--- src/hdl/y86_execute_stage_core_macros.svh ---
// assertion macros shared by the execute stage sources
// no dependencies; every macro expects a clk and a rst in scope
`ifndef Y86_EXECUTE_STAGE_CORE_MACROS_SVH
`define Y86_EXECUTE_STAGE_CORE_MACROS_SVH

// same-cycle implication, disabled during reset
`define Y86EX_ASSERT_NOW(lbl, ante, cons, msg) \
  lbl: assert property (@(posedge clk) disable iff (rst) (ante) |-> (cons)) \
    else $error(msg);

// next-cycle implication, disabled during reset
`define Y86EX_ASSERT_NEXT(lbl, ante, cons, msg) \
  lbl: assert property (@(posedge clk) disable iff (rst) (ante) |=> (cons)) \
    else $error(msg);

`endif

--- src/hdl/y86ex_pkg.sv ---
// shared types, instruction encodings and helper constants for the execute stage
// no dependencies
`timescale 1ns / 1ps

package y86ex_pkg;

  // instruction codes
  localparam logic [3:0] IC_HALT  = 4'd0;
  localparam logic [3:0] IC_NOP   = 4'd1;
  localparam logic [3:0] IC_CMOV  = 4'd2;
  localparam logic [3:0] IC_IRMOV = 4'd3;
  localparam logic [3:0] IC_RMMOV = 4'd4;
  localparam logic [3:0] IC_MRMOV = 4'd5;
  localparam logic [3:0] IC_OPQ   = 4'd6;
  localparam logic [3:0] IC_JXX   = 4'd7;
  localparam logic [3:0] IC_CALL  = 4'd8;
  localparam logic [3:0] IC_RET   = 4'd9;
  localparam logic [3:0] IC_PUSH  = 4'd10;
  localparam logic [3:0] IC_POP   = 4'd11;

  // alu function codes
  localparam logic [3:0] ALU_ADD = 4'd0;
  localparam logic [3:0] ALU_SUB = 4'd1;
  localparam logic [3:0] ALU_AND = 4'd2;
  localparam logic [3:0] ALU_XOR = 4'd3;

  // condition selectors
  localparam logic [3:0] C_YES = 4'd0;
  localparam logic [3:0] C_LE  = 4'd1;
  localparam logic [3:0] C_L   = 4'd2;
  localparam logic [3:0] C_E   = 4'd3;
  localparam logic [3:0] C_NE  = 4'd4;
  localparam logic [3:0] C_GE  = 4'd5;
  localparam logic [3:0] C_G   = 4'd6;

  // status codes
  localparam logic [1:0] ST_OK = 2'd0;

  localparam logic [3:0] REG_NONE = 4'hF;

  localparam int unsigned WORD_W = 64;

  localparam logic [WORD_W-1:0] STACK_DEC = 64'hFFFF_FFFF_FFFF_FFF8;
  localparam logic [WORD_W-1:0] STACK_INC = 64'h0000_0000_0000_0008;

  typedef logic [WORD_W-1:0] word_t;

  typedef struct packed {
    logic of;
    logic sf;
    logic zf;
  } cc_t;

  localparam cc_t CC_CLEAR = '{of: 1'b0, sf: 1'b0, zf: 1'b0};

endpackage

--- src/hdl/y86ex_alu.sv ---
// operand selection and alu with flag generation
// depends on y86ex_pkg
`timescale 1ns / 1ps

module y86ex_alu (
  input  logic [3:0]        icode,
  input  logic [3:0]        ifun,
  input  y86ex_pkg::word_t  val_c,
  input  y86ex_pkg::word_t  val_a,
  input  y86ex_pkg::word_t  val_b,
  output y86ex_pkg::word_t  result,
  output y86ex_pkg::cc_t    cc_new
);
  import y86ex_pkg::*;

  word_t      alu_a;
  word_t      alu_b;
  logic [3:0] alu_op;
  logic       ovf;

  always_comb begin
    case (icode)
      IC_CMOV, IC_OPQ:             alu_a = val_a;
      IC_IRMOV, IC_RMMOV, IC_MRMOV: alu_a = val_c;
      IC_CALL, IC_PUSH:            alu_a = STACK_DEC;
      IC_RET, IC_POP:              alu_a = STACK_INC;
      default:                     alu_a = '0;
    endcase
  end

  always_comb begin
    case (icode)
      IC_RMMOV, IC_MRMOV, IC_OPQ, IC_CALL, IC_PUSH, IC_RET, IC_POP: alu_b = val_b;
      default: alu_b = '0;
    endcase
  end

  assign alu_op = (icode == IC_OPQ) ? ifun : ALU_ADD;

  always_comb begin
    case (alu_op)
      ALU_ADD: begin
        result = alu_b + alu_a;
        ovf    = (alu_a[WORD_W-1] ^ result[WORD_W-1]) & (alu_b[WORD_W-1] ^ result[WORD_W-1]);
      end
      ALU_SUB: begin
        result = alu_b - alu_a;
        ovf    = (alu_b[WORD_W-1] ^ alu_a[WORD_W-1]) & (alu_b[WORD_W-1] ^ result[WORD_W-1]);
      end
      ALU_XOR: begin
        result = alu_a ^ alu_b;
        ovf    = 1'b0;
      end
      default: begin
        // and, also for undefined function codes
        result = alu_a & alu_b;
        ovf    = 1'b0;
      end
    endcase
  end

  assign cc_new.zf = (result == '0);
  assign cc_new.sf = result[WORD_W-1];
  assign cc_new.of = ovf;

endmodule

--- src/hdl/y86ex_cond.sv ---
// jump / conditional move evaluation from the current condition codes
// depends on y86ex_pkg
`timescale 1ns / 1ps

module y86ex_cond (
  input  logic [3:0]     icode,
  input  logic [3:0]     ifun,
  input  y86ex_pkg::cc_t cc,
  output logic           cnd
);
  import y86ex_pkg::*;

  logic lt;
  logic sel;

  assign lt = cc.sf ^ cc.of;

  always_comb begin
    case (ifun)
      C_YES:   sel = 1'b1;
      C_LE:    sel = lt | cc.zf;
      C_L:     sel = lt;
      C_E:     sel = cc.zf;
      C_NE:    sel = ~cc.zf;
      C_GE:    sel = ~lt;
      C_G:     sel = ~lt & ~cc.zf;
      default: sel = 1'b0;
    endcase
  end

  assign cnd = sel & ((icode == IC_JXX) | (icode == IC_CMOV));

endmodule

--- src/hdl/y86_execute_stage_core.sv ---
// y86-64 execute stage: one decoded instruction per transaction on the input
// channel (in_valid / in_stall), one memory-register transaction per input on
// the output channel (out_valid / out_stall), plus the forwarding values.
// flow: input register -> alu, condition check and bubble select -> output
// register. the zf/sf/of flag register sits beside the alu and is written when
// an opq leaves the input register and neither later-stage status shows an
// exception; conditions always see the flags left by the previous instruction.
// the input register and then the output register lie between input acceptance
// and output valid; throughput is one transaction per cycle while out_stall is
// low.
// when out_stall is high with a result held, the input register keeps its item
// and in_stall rises; a free input register still takes one more transaction.
// reset (rst, synchronous, active high) empties both registers and clears the
// flags. depends on y86ex_pkg, y86ex_alu, y86ex_cond and the macro header.
`timescale 1ns / 1ps
`include "y86_execute_stage_core_macros.svh"

module y86_execute_stage_core (
  input  logic                    clk,
  input  logic                    rst,
  // input channel
  input  logic                    in_valid,
  output logic                    in_stall,
  input  logic [1:0]              exec_status,
  input  logic [3:0]              exec_icode,
  input  logic [3:0]              exec_function,
  input  y86ex_pkg::word_t        const_value,
  input  y86ex_pkg::word_t        operand_a,
  input  y86ex_pkg::word_t        operand_b,
  input  logic [3:0]              dest_e_reg,
  input  logic [3:0]              dest_m_reg,
  input  logic [1:0]              memory_stage_status,
  input  logic [1:0]              writeback_status,
  // output channel
  output logic                    out_valid,
  input  logic                    out_stall,
  output logic [1:0]              mem_status,
  output logic [3:0]              mem_icode,
  output logic                    mem_condition,
  output y86ex_pkg::word_t        mem_value_e,
  output y86ex_pkg::word_t        mem_value_a,
  output logic [3:0]              mem_dest_e,
  output logic [3:0]              mem_dest_m,
  output logic                    mem_bubble,
  output logic [3:0]              fwd_dest_e,
  output y86ex_pkg::word_t        fwd_value_e
);
  import y86ex_pkg::*;

  // input register
  logic       s1_valid;
  logic [1:0] s1_status;
  logic [3:0] s1_icode;
  logic [3:0] s1_ifun;
  word_t      s1_val_c;
  word_t      s1_val_a;
  word_t      s1_val_b;
  logic [3:0] s1_dst_e;
  logic [3:0] s1_dst_m;
  logic [1:0] s1_m_stat;
  logic [1:0] s1_w_stat;

  // condition codes
  cc_t flags;

  // combinational results
  word_t      alu_res;
  cc_t        cc_new;
  logic       cnd;
  logic       exc;
  logic [3:0] dst_e_fin;
  logic       flags_we;

  // handshake
  logic out_free;
  logic s1_move;
  logic in_take;

  assign out_free = ~out_valid | ~out_stall;
  assign s1_move  = s1_valid & out_free;
  assign in_stall = s1_valid & ~out_free;
  assign in_take  = in_valid & ~in_stall;

  always_ff @(posedge clk) begin
    if (rst) begin
      s1_valid <= 1'b0;
    end else if (in_take) begin
      s1_valid <= 1'b1;
    end else if (s1_move) begin
      s1_valid <= 1'b0;
    end
  end

  // payload, no reset needed
  always_ff @(posedge clk) begin
    if (in_take) begin
      s1_status <= exec_status;
      s1_icode  <= exec_icode;
      s1_ifun   <= exec_function;
      s1_val_c  <= const_value;
      s1_val_a  <= operand_a;
      s1_val_b  <= operand_b;
      s1_dst_e  <= dest_e_reg;
      s1_dst_m  <= dest_m_reg;
      s1_m_stat <= memory_stage_status;
      s1_w_stat <= writeback_status;
    end
  end

  y86ex_alu u_alu (
    .icode  (s1_icode),
    .ifun   (s1_ifun),
    .val_c  (s1_val_c),
    .val_a  (s1_val_a),
    .val_b  (s1_val_b),
    .result (alu_res),
    .cc_new (cc_new)
  );

  y86ex_cond u_cond (
    .icode (s1_icode),
    .ifun  (s1_ifun),
    .cc    (flags),
    .cnd   (cnd)
  );

  // any non-ok status in memory or writeback squashes this instruction
  assign exc       = (s1_m_stat != ST_OK) | (s1_w_stat != ST_OK);
  // a cmov that fails its condition writes nothing
  assign dst_e_fin = ((s1_icode == IC_CMOV) && !cnd) ? REG_NONE : s1_dst_e;
  assign flags_we  = s1_move & (s1_icode == IC_OPQ) & ~exc;

  always_ff @(posedge clk) begin
    if (rst) begin
      flags <= CC_CLEAR;
    end else if (flags_we) begin
      flags <= cc_new;
    end
  end

  // output register
  always_ff @(posedge clk) begin
    if (rst) begin
      out_valid <= 1'b0;
    end else if (out_free) begin
      out_valid <= s1_valid;
    end
  end

  always_ff @(posedge clk) begin
    if (s1_move) begin
      mem_bubble  <= exc;
      fwd_dest_e  <= dst_e_fin;
      fwd_value_e <= alu_res;
      if (exc) begin
        // bubble: looks like a nop to the memory stage
        mem_status    <= ST_OK;
        mem_icode     <= IC_NOP;
        mem_condition <= 1'b0;
        mem_value_e   <= '0;
        mem_value_a   <= '0;
        mem_dest_e    <= REG_NONE;
        mem_dest_m    <= REG_NONE;
      end else begin
        mem_status    <= s1_status;
        mem_icode     <= s1_icode;
        mem_condition <= cnd;
        mem_value_e   <= alu_res;
        mem_value_a   <= s1_val_a;
        mem_dest_e    <= dst_e_fin;
        mem_dest_m    <= s1_dst_m;
      end
    end
  end

  // checks
  `Y86EX_ASSERT_NEXT(a_flags_hold, !rst && !flags_we, $stable(flags),
    "condition flags changed without a qualifying opq")
  `Y86EX_ASSERT_NOW(a_stall_back, s1_valid && out_valid && out_stall, in_stall,
    "input accepted into a full, blocked pipeline")
  `Y86EX_ASSERT_NOW(a_bubble_nop, out_valid && mem_bubble,
    mem_icode == IC_NOP && mem_dest_e == REG_NONE && mem_dest_m == REG_NONE,
    "bubble transaction is not a nop")
  `Y86EX_ASSERT_NEXT(a_out_fill, !rst && s1_move, out_valid,
    "input register drained without filling the output register")

endmodule
--- config.mk ---
export PLATFORM = sky130hd
export DESIGN_NAME = y86_execute_stage_core
export DESIGN_NICKNAME = d
export VERILOG_FILES = /design/src/hdl/y86ex_pkg.sv /design/src/hdl/y86ex_alu.sv /design/src/hdl/y86ex_cond.sv /design/src/hdl/y86_execute_stage_core.sv
export VERILOG_INCLUDE_DIRS = /design/src /design/src/hdl
export SDC_FILE = /design/constraint.sdc
export NUM_CORES = 1
export LEC_CHECK = 0
export BUFFER_PORTS_ARGS = -buffer_cell sky130_fd_sc_hd__buf_2
export CAP_MARGIN = 20
export CORE_AREA = 4 4 289 291
export CTS_CLUSTER_SIZE = 12
export DETAILED_ROUTE_END_ITERATION = 10
export DIE_AREA = 0 0 293 295
export PLACE_DENSITY = 0.58
export SLEW_MARGIN = 10
export SYNTH_ARGS = -nofsm -noshare
export SYNTH_HDL_FRONTEND = slang
export SYNTH_SLANG_ARGS = --single-unit
--- constraint.sdc ---
create_clock -name clk -period 30 [get_ports clk]
set_input_delay 3 -clock clk [delete_from_list [all_inputs] [get_ports clk]]
set_output_delay 3 -clock clk [all_outputs]
set_load 0.02 [all_outputs]
Word-level counts from Yosys, hierarchy flattened --
Index checks and enable logic that the tools add are counted.
Storage, ports and cells: register bits after elaboration 431, input bits 218, output and inout port bits 214, word-level logic and storage cells 94
Cells by class: add/sub/neg operators 2, equality and inequality tests 18, muxes and demuxes 9, bitwise operators 27, reductions and logical operators 13
Operators by type and width (count):
- $pmux W64 S4 | 1
- $pmux W64 S3 | 1
- $add A64 B64 Y64 | 1
- $and A64 B64 Y64 | 1
- $logic_not A64 Y1 | 1
- $mux W64 | 1
- $sub A64 B64 Y64 | 1
- $xor A64 B64 Y64 | 1
- $eq A4 B3 Y1 const B | 7
- $eq A4 B2 Y1 const B | 5
- $eq A4 B4 Y1 const B | 4
- $and A1 B1 Y1 | 9
- $eq A4 B1 Y1 const B | 2
- $logic_not A4 Y1 | 2
- $mux W4 | 2
- $not A1 Y1 | 7
- $pmux W1 S7 | 1
- $reduce_or A7 Y1 | 1
- $reduce_bool A2 Y1 | 3
- $reduce_or A2 Y1 | 3
- $xor A1 B1 Y1 | 5
- $or A1 B1 Y1 | 4
- $reduce_or A3 Y1 | 1
- $mux W1 | 2
- 3 further kinds | 3

Longest topological paths before layout --
depth in word-level cells 8, gate-level depth with buffers 23, depth with buffers taken out 21

By module --
A second synthesis with hierarchy kept.
Unflattened totals: cell total of the unflattened synthesis 2589, area total of the unflattened synthesis 26822.0 µm²
Modules (own cells, without submodules):
- y86_execute_stage_core | times used 1, cells each 615, area an instance 14047.2 µm², sequential area each 12892.4 µm²
- y86ex_alu | times used 1, cells each 1963, area an instance 12682.2 µm², sequential area each 0.0 µm²
- y86ex_cond | times used 1, cells each 11, area an instance 92.6 µm², sequential area each 0.0 µm²

Worst setup path before layout --
Ideal clock, no wire load.
path kind input to register, start input out_stall, end register flags[0] (netlist bit), setup time 0.084 ns, data arrival time 23.328 ns, required time 29.916 ns, path slack 6.588 ns, cell stages on the path 12, buffers on the path 0, cells stage by stage a21boi_0 nand3_1 or3_1 nor3_1 nand4_1 nor4_1 nand4_1 nor4_1 and4_4 nand4_4 or4_1 o31ai_2
Between the ends: longest elaborated chain between the ends 5
RTL lines:
- start: declaration | line y86_execute_stage_core.sv:36 | input logic out_stall,
- $not A1 Y1 | line y86_execute_stage_core.sv:79 | assign out_free = ~out_valid | ~out_stall;
- $or A1 B1 Y1 | line y86_execute_stage_core.sv:79
- $and A1 B1 Y1 | line y86_execute_stage_core.sv:80 | assign s1_move = s1_valid & out_free;
- $and A1 B1 Y1 (2 in series) | line y86_execute_stage_core.sv:131 | assign flags_we = s1_move & (s1_icode == IC_OPQ) & ~exc;
- end signal: assignment | line y86_execute_stage_core.sv:137 | flags <= cc_new;
- end: declaration | line y86_execute_stage_core.sv:64 | cc_t flags;
No other way between the ends. A chain may end at the register's enable or synchronous reset.

Final worst setup path --
start register s1_icode[0], end register flags[0] (netlist bit)
Between the ends: longest elaborated chain between the ends 6, elaborated cells between the ends (all ways) 28, those cells by class add/sub (2); eq/ne (11); mux (4); bitwise (4); reduce/logical (7)
RTL lines:
- start: declaration | line y86_execute_stage_core.sv:53 | logic [3:0] s1_icode;
- start signal: assignment | line y86_execute_stage_core.sv:98 | s1_icode <= exec_icode;
- $eq A4 B2 Y1, or another cell as far along | line y86ex_alu.sv:22 | case (icode)
- $reduce_or A3 Y1, or another cell as far along | line y86ex_alu.sv:22
- $pmux W64 S4 or $mux W64 (tied branches) | line y86ex_alu.sv:22, y86ex_alu.sv:32
- $sub A64 B64 Y64, or another cell as far along | line y86ex_alu.sv:47 | result = alu_b - alu_a;
- $pmux W64 S3 | line y86ex_alu.sv:41 | case (alu_op)
- $logic_not A64 Y1 | line y86ex_alu.sv:62 | assign cc_new.zf = (result == '0);
Several ways; a longest one is shown, not always the timed one.

==> out/qor.yml <==
outcome:
  status: "completed"
detailed_routing:
  ant_nets: 0
  drt-initial-drc-count: 2287
  via_per_inst: 5.59
  drt_wl_total_um: 99600
  drcViolationCount: 0
  vias: 22200
  first_pass_iters: 8
  wire_per_inst_um: 25.0
finish:
  final-seq-area_mm2: 0.0129
  final_util_pct: 37.8
  fin_nets: 3223
  stdcell_count: 3976
  multiInputGateArea_mm2: 0.0117
  fillCellCount: 8069
  drive_above_1_share_pct: 20.5
  area_delta_synth_final_pct: 18.2
critical_path:
  critPathMaxFanout: 63
  critical_path_class: "reg2reg"
  r2r_setup_slack_ns: 22.84
  critPathCaptureType: "flip-flop"
  required_ns: 30.50
  cp.arrival_ns: 7.65
  crit_path_start_kind: "flip-flop"
die:
  die_w_um: 293
  core_mm2: 0.0805
  initial_core_util_pct: 32.0
  row_count: 104
  die_area_mm2: 0.0864
  boundaryPins: 432
  die_h_um: 295
sta:
  period_share_pct: 23.9
  final.min_clock_period_ns: 7.16
  worstMarginPinSlew_ns: 1.31
  setup_tns_ns: 0
  finalSetupViolCount: 0
  slew_headroom_pct: 12.7
  rsz0062_at_grt: "false"
  skew_ns: 0.0247
  drv_slew: 0
  hold_violations: 0
  fmax_ghz: 0.140
clock_tree:
  htree_levels: 2
  cts_root_buf: "clkbuf_16"
  numCtsBuffers: 50
  postCtsSetupBuffers: 0
  cts_max_path_buffers: 3
  clock-sinks: 431
  cts_resized: 0
  cts_tree: "yes"
  clkSlewWorstSetupHoldPaths_ns: 0.06
  clock_latency_ns: 0.60
  hold_buffers: 0
power_and_ir_drop:
  power.density_mw_per_mm2: 56.7
  leakage_nw: 11.9
  clockPowerShare_pct: 33.4
  switchingPower_mw: 0.560
  combPwrFrac_pct: 24.9
  power_frac_seq_pct: 41.6
  ir_drop_v: 0.0000376
  swShare_pct: 32.4
  internal-power_mw: 1.17
synthesis:
  muxShareOfSynthArea_pct: 0.335
  synth_seq_area_share_pct: 50.1
  yosysWarnings: 0
  synthFlopType: "edfxtp_1"
  synth_common_cells: "426 x edfxtp_1, 211 x a21oi_1, 205 x nor2_1, 157 x inv_1, 151 x nand2_1"
  synth_top_family_by_area: "compound AO/OA/AOI/OAI gates"
  netlist.area_leader.share_pct: 49.7
  yosysMostFrequentCell: "edfxtp_1"
  synth_xor_area_share_pct: 1.87
  avgSynthCellArea_um2: 10.3
  syn_inst: 2500
  ys_ff_latch: 431
  synth-adder-area-share_pct: 6.57
  netlist_area_mm2: 0.0258
  netlist_top_cells_area: "edfxtp_1 50%, ha_1 6.4%, a21oi_1 4.1%, nor2_1 3.0%, and2_1 2.5%"
  yosys.area_share.simple_pct: 17.0
  async_flop_share_pct: 0
  synth_top_cell_by_area: "edfxtp_1"
  synth-compound-area-share_pct: 19.2
  synth_nets: 2852
  synth_cell_type_count: 112
  synth_edf_count: 426
grt:
  grt.total_usage_pct: 22.2
  grt_start_max_net_pins: 140
  overflow: 0
  grt_pass1_wl_um: 144000
  antenna_found_initial: 23
  grt_pass1_vias: 21200
placed_design:
  dpl.hpwl_um: 76200
  io_buffers: 431
  gp_congestion: 0.976
  dp.cells: 3879
min_path:
  min_path_type: "reg2reg"
job:
  maxCapViolations: 0
==> logic make-up (layout without fill, tap and decap cells) <==
kind of cell,count (synthesis),in the layout
buffers and inverters,307,714
AOI/OAI and AO/OA,727,727
and+or+nand+nor,838,838
other,0,9
xor gates and xnor gates,55,55
muxes,8,8
adders and majority gates,134,134
DFF,431,431
==> placed cells by master, fill, tap and decap left out, drive strengths merged, types with 10 or more instances in the layout <==
| cell type | count |
|---|---|
| o21ai | 127 |
| buf | 461 |
| nor3 | 57 |
| and3 | 10 |
| o221ai | 10 |
| clkinv | 23 |
| o22ai | 11 |
| and4 | 11 |
| nor4 | 50 |
| edfxtp | 426 |
| o31ai | 40 |
| and2 | 103 |
| a31oi | 29 |
| inv | 162 |
| a21boi | 11 |
| a22oi | 11 |
| nor2 | 205 |
| o21a | 17 |
| nand2 | 151 |
| nand3 | 44 |
| a21o | 17 |
| xnor2 | 51 |
| clkbuf | 59 |
| a21oi | 213 |
| nand4 | 49 |
| nand2b | 25 |
| o211ai | 24 |
| a211oi | 29 |
| a221oi | 71 |
| nor2b | 84 |
| o21bai | 24 |
| o311ai | 18 |
| ha | 132 |
==> metal layers <==
| metal | up-vias | share of wire (%) | GRT usage (%) |
|---|---|---|---|
| met2 | 1119 | 44 | 34.4 |
| met3 | 173 | 9.0 | 4.94 |
| li1 | 10100 | - | - |
| met1 | 10800 | 43 | 31.0 |
| met5 | - | 0.088 | 0 |
| met4 | 16 | 3.2 | 6.79 |
==> layout make-up <==
cell class	count	area share [%]
multi-input cells	1762	38.3
flip-flops and latches	431	42.4
clock buffers	59	4.22
repair buffers	462	7.89
inverters	164	2.02
well taps	1060	4.36
clock inverters	29	0.793
diodes	9	0.0740
==> final timing paths <==
path / startpoint / end / cells past startpoint
max: s1_icode[0] / flags[0] / 20
min: flags[2] / flags[2] / 2
max reg2reg: s1_icode[0] / flags[0] / 20
min reg2reg: flags[2] / flags[2] / 2
==> stage by stage <==
| stage | cell area [um^2] | setup slack (ns) | hold WS (ns) | total power [mW] |
|---|---|---|---|---|
| detailed placement | 28900 | 23.00 | 0.483 | 1.15 |
| CTS | 30400 | 23.01 | 0.492 | 1.74 |
| global placement | 28900 | 23.07 | 0.476 | 1.15 |
| floorplan | 25800 | 6.59 | 0.444 | 1.01 |
| global route | 30400 | 22.58 | 0.524 | 1.81 |
| finish | 30400 | 22.84 | 0.488 | 1.73 |
==> worst max-delay path: stages (launching register included) <==
cell and delay, ns:
edfxtp_1 0.53, nand2_1 0.18, mux2_2 0.32, nor2_4 0.08, buf_4 0.54, a221oi_1 0.27, ha_1 0.66, inv_1 0.12
a21oi_1 0.30, o31ai_1 0.15, nor3_1 0.66, inv_1 0.09, a21oi_1 0.19, xnor2_1 0.09, a222oi_1 1.06, nand4b_1 0.34
nor4_1 0.31, and4_4 0.29, nand4_4 0.09, or4_1 0.53, o31ai_2 0.22
==> power by group through the flow <==
stage / sequential, mW / clock [mW] / combinational (mW)
after detailed placement: 0.732 / 0 / 0.422
final: 0.719 / 0.577 / 0.431
after global placement: 0.732 / 0 / 0.421
after global routing: 0.722 / 0.622 / 0.465
after floorplan: 0.763 / 0 / 0.250
after CTS: 0.719 / 0.596 / 0.423
==> state kept, by name (all words and copies together), names as in the netlist <==
name and cells:
flags 3, fwd_dest_e 4, fwd_value_e 64, mem_bubble 1
mem_condition 1, mem_dest_e 4, mem_dest_m 4, mem_icode 4
mem_status 2, mem_value_a 64, mem_value_e 64, out_valid 1
s1_dst_e 4, s1_dst_m 4, s1_icode 4, s1_ifun 4
s1_m_stat 2, s1_status 2, s1_val_a 64, s1_val_b 64
s1_val_c 64, s1_valid 1, s1_w_stat 2
Note: power is estimated with default switching activity, not from simulation.
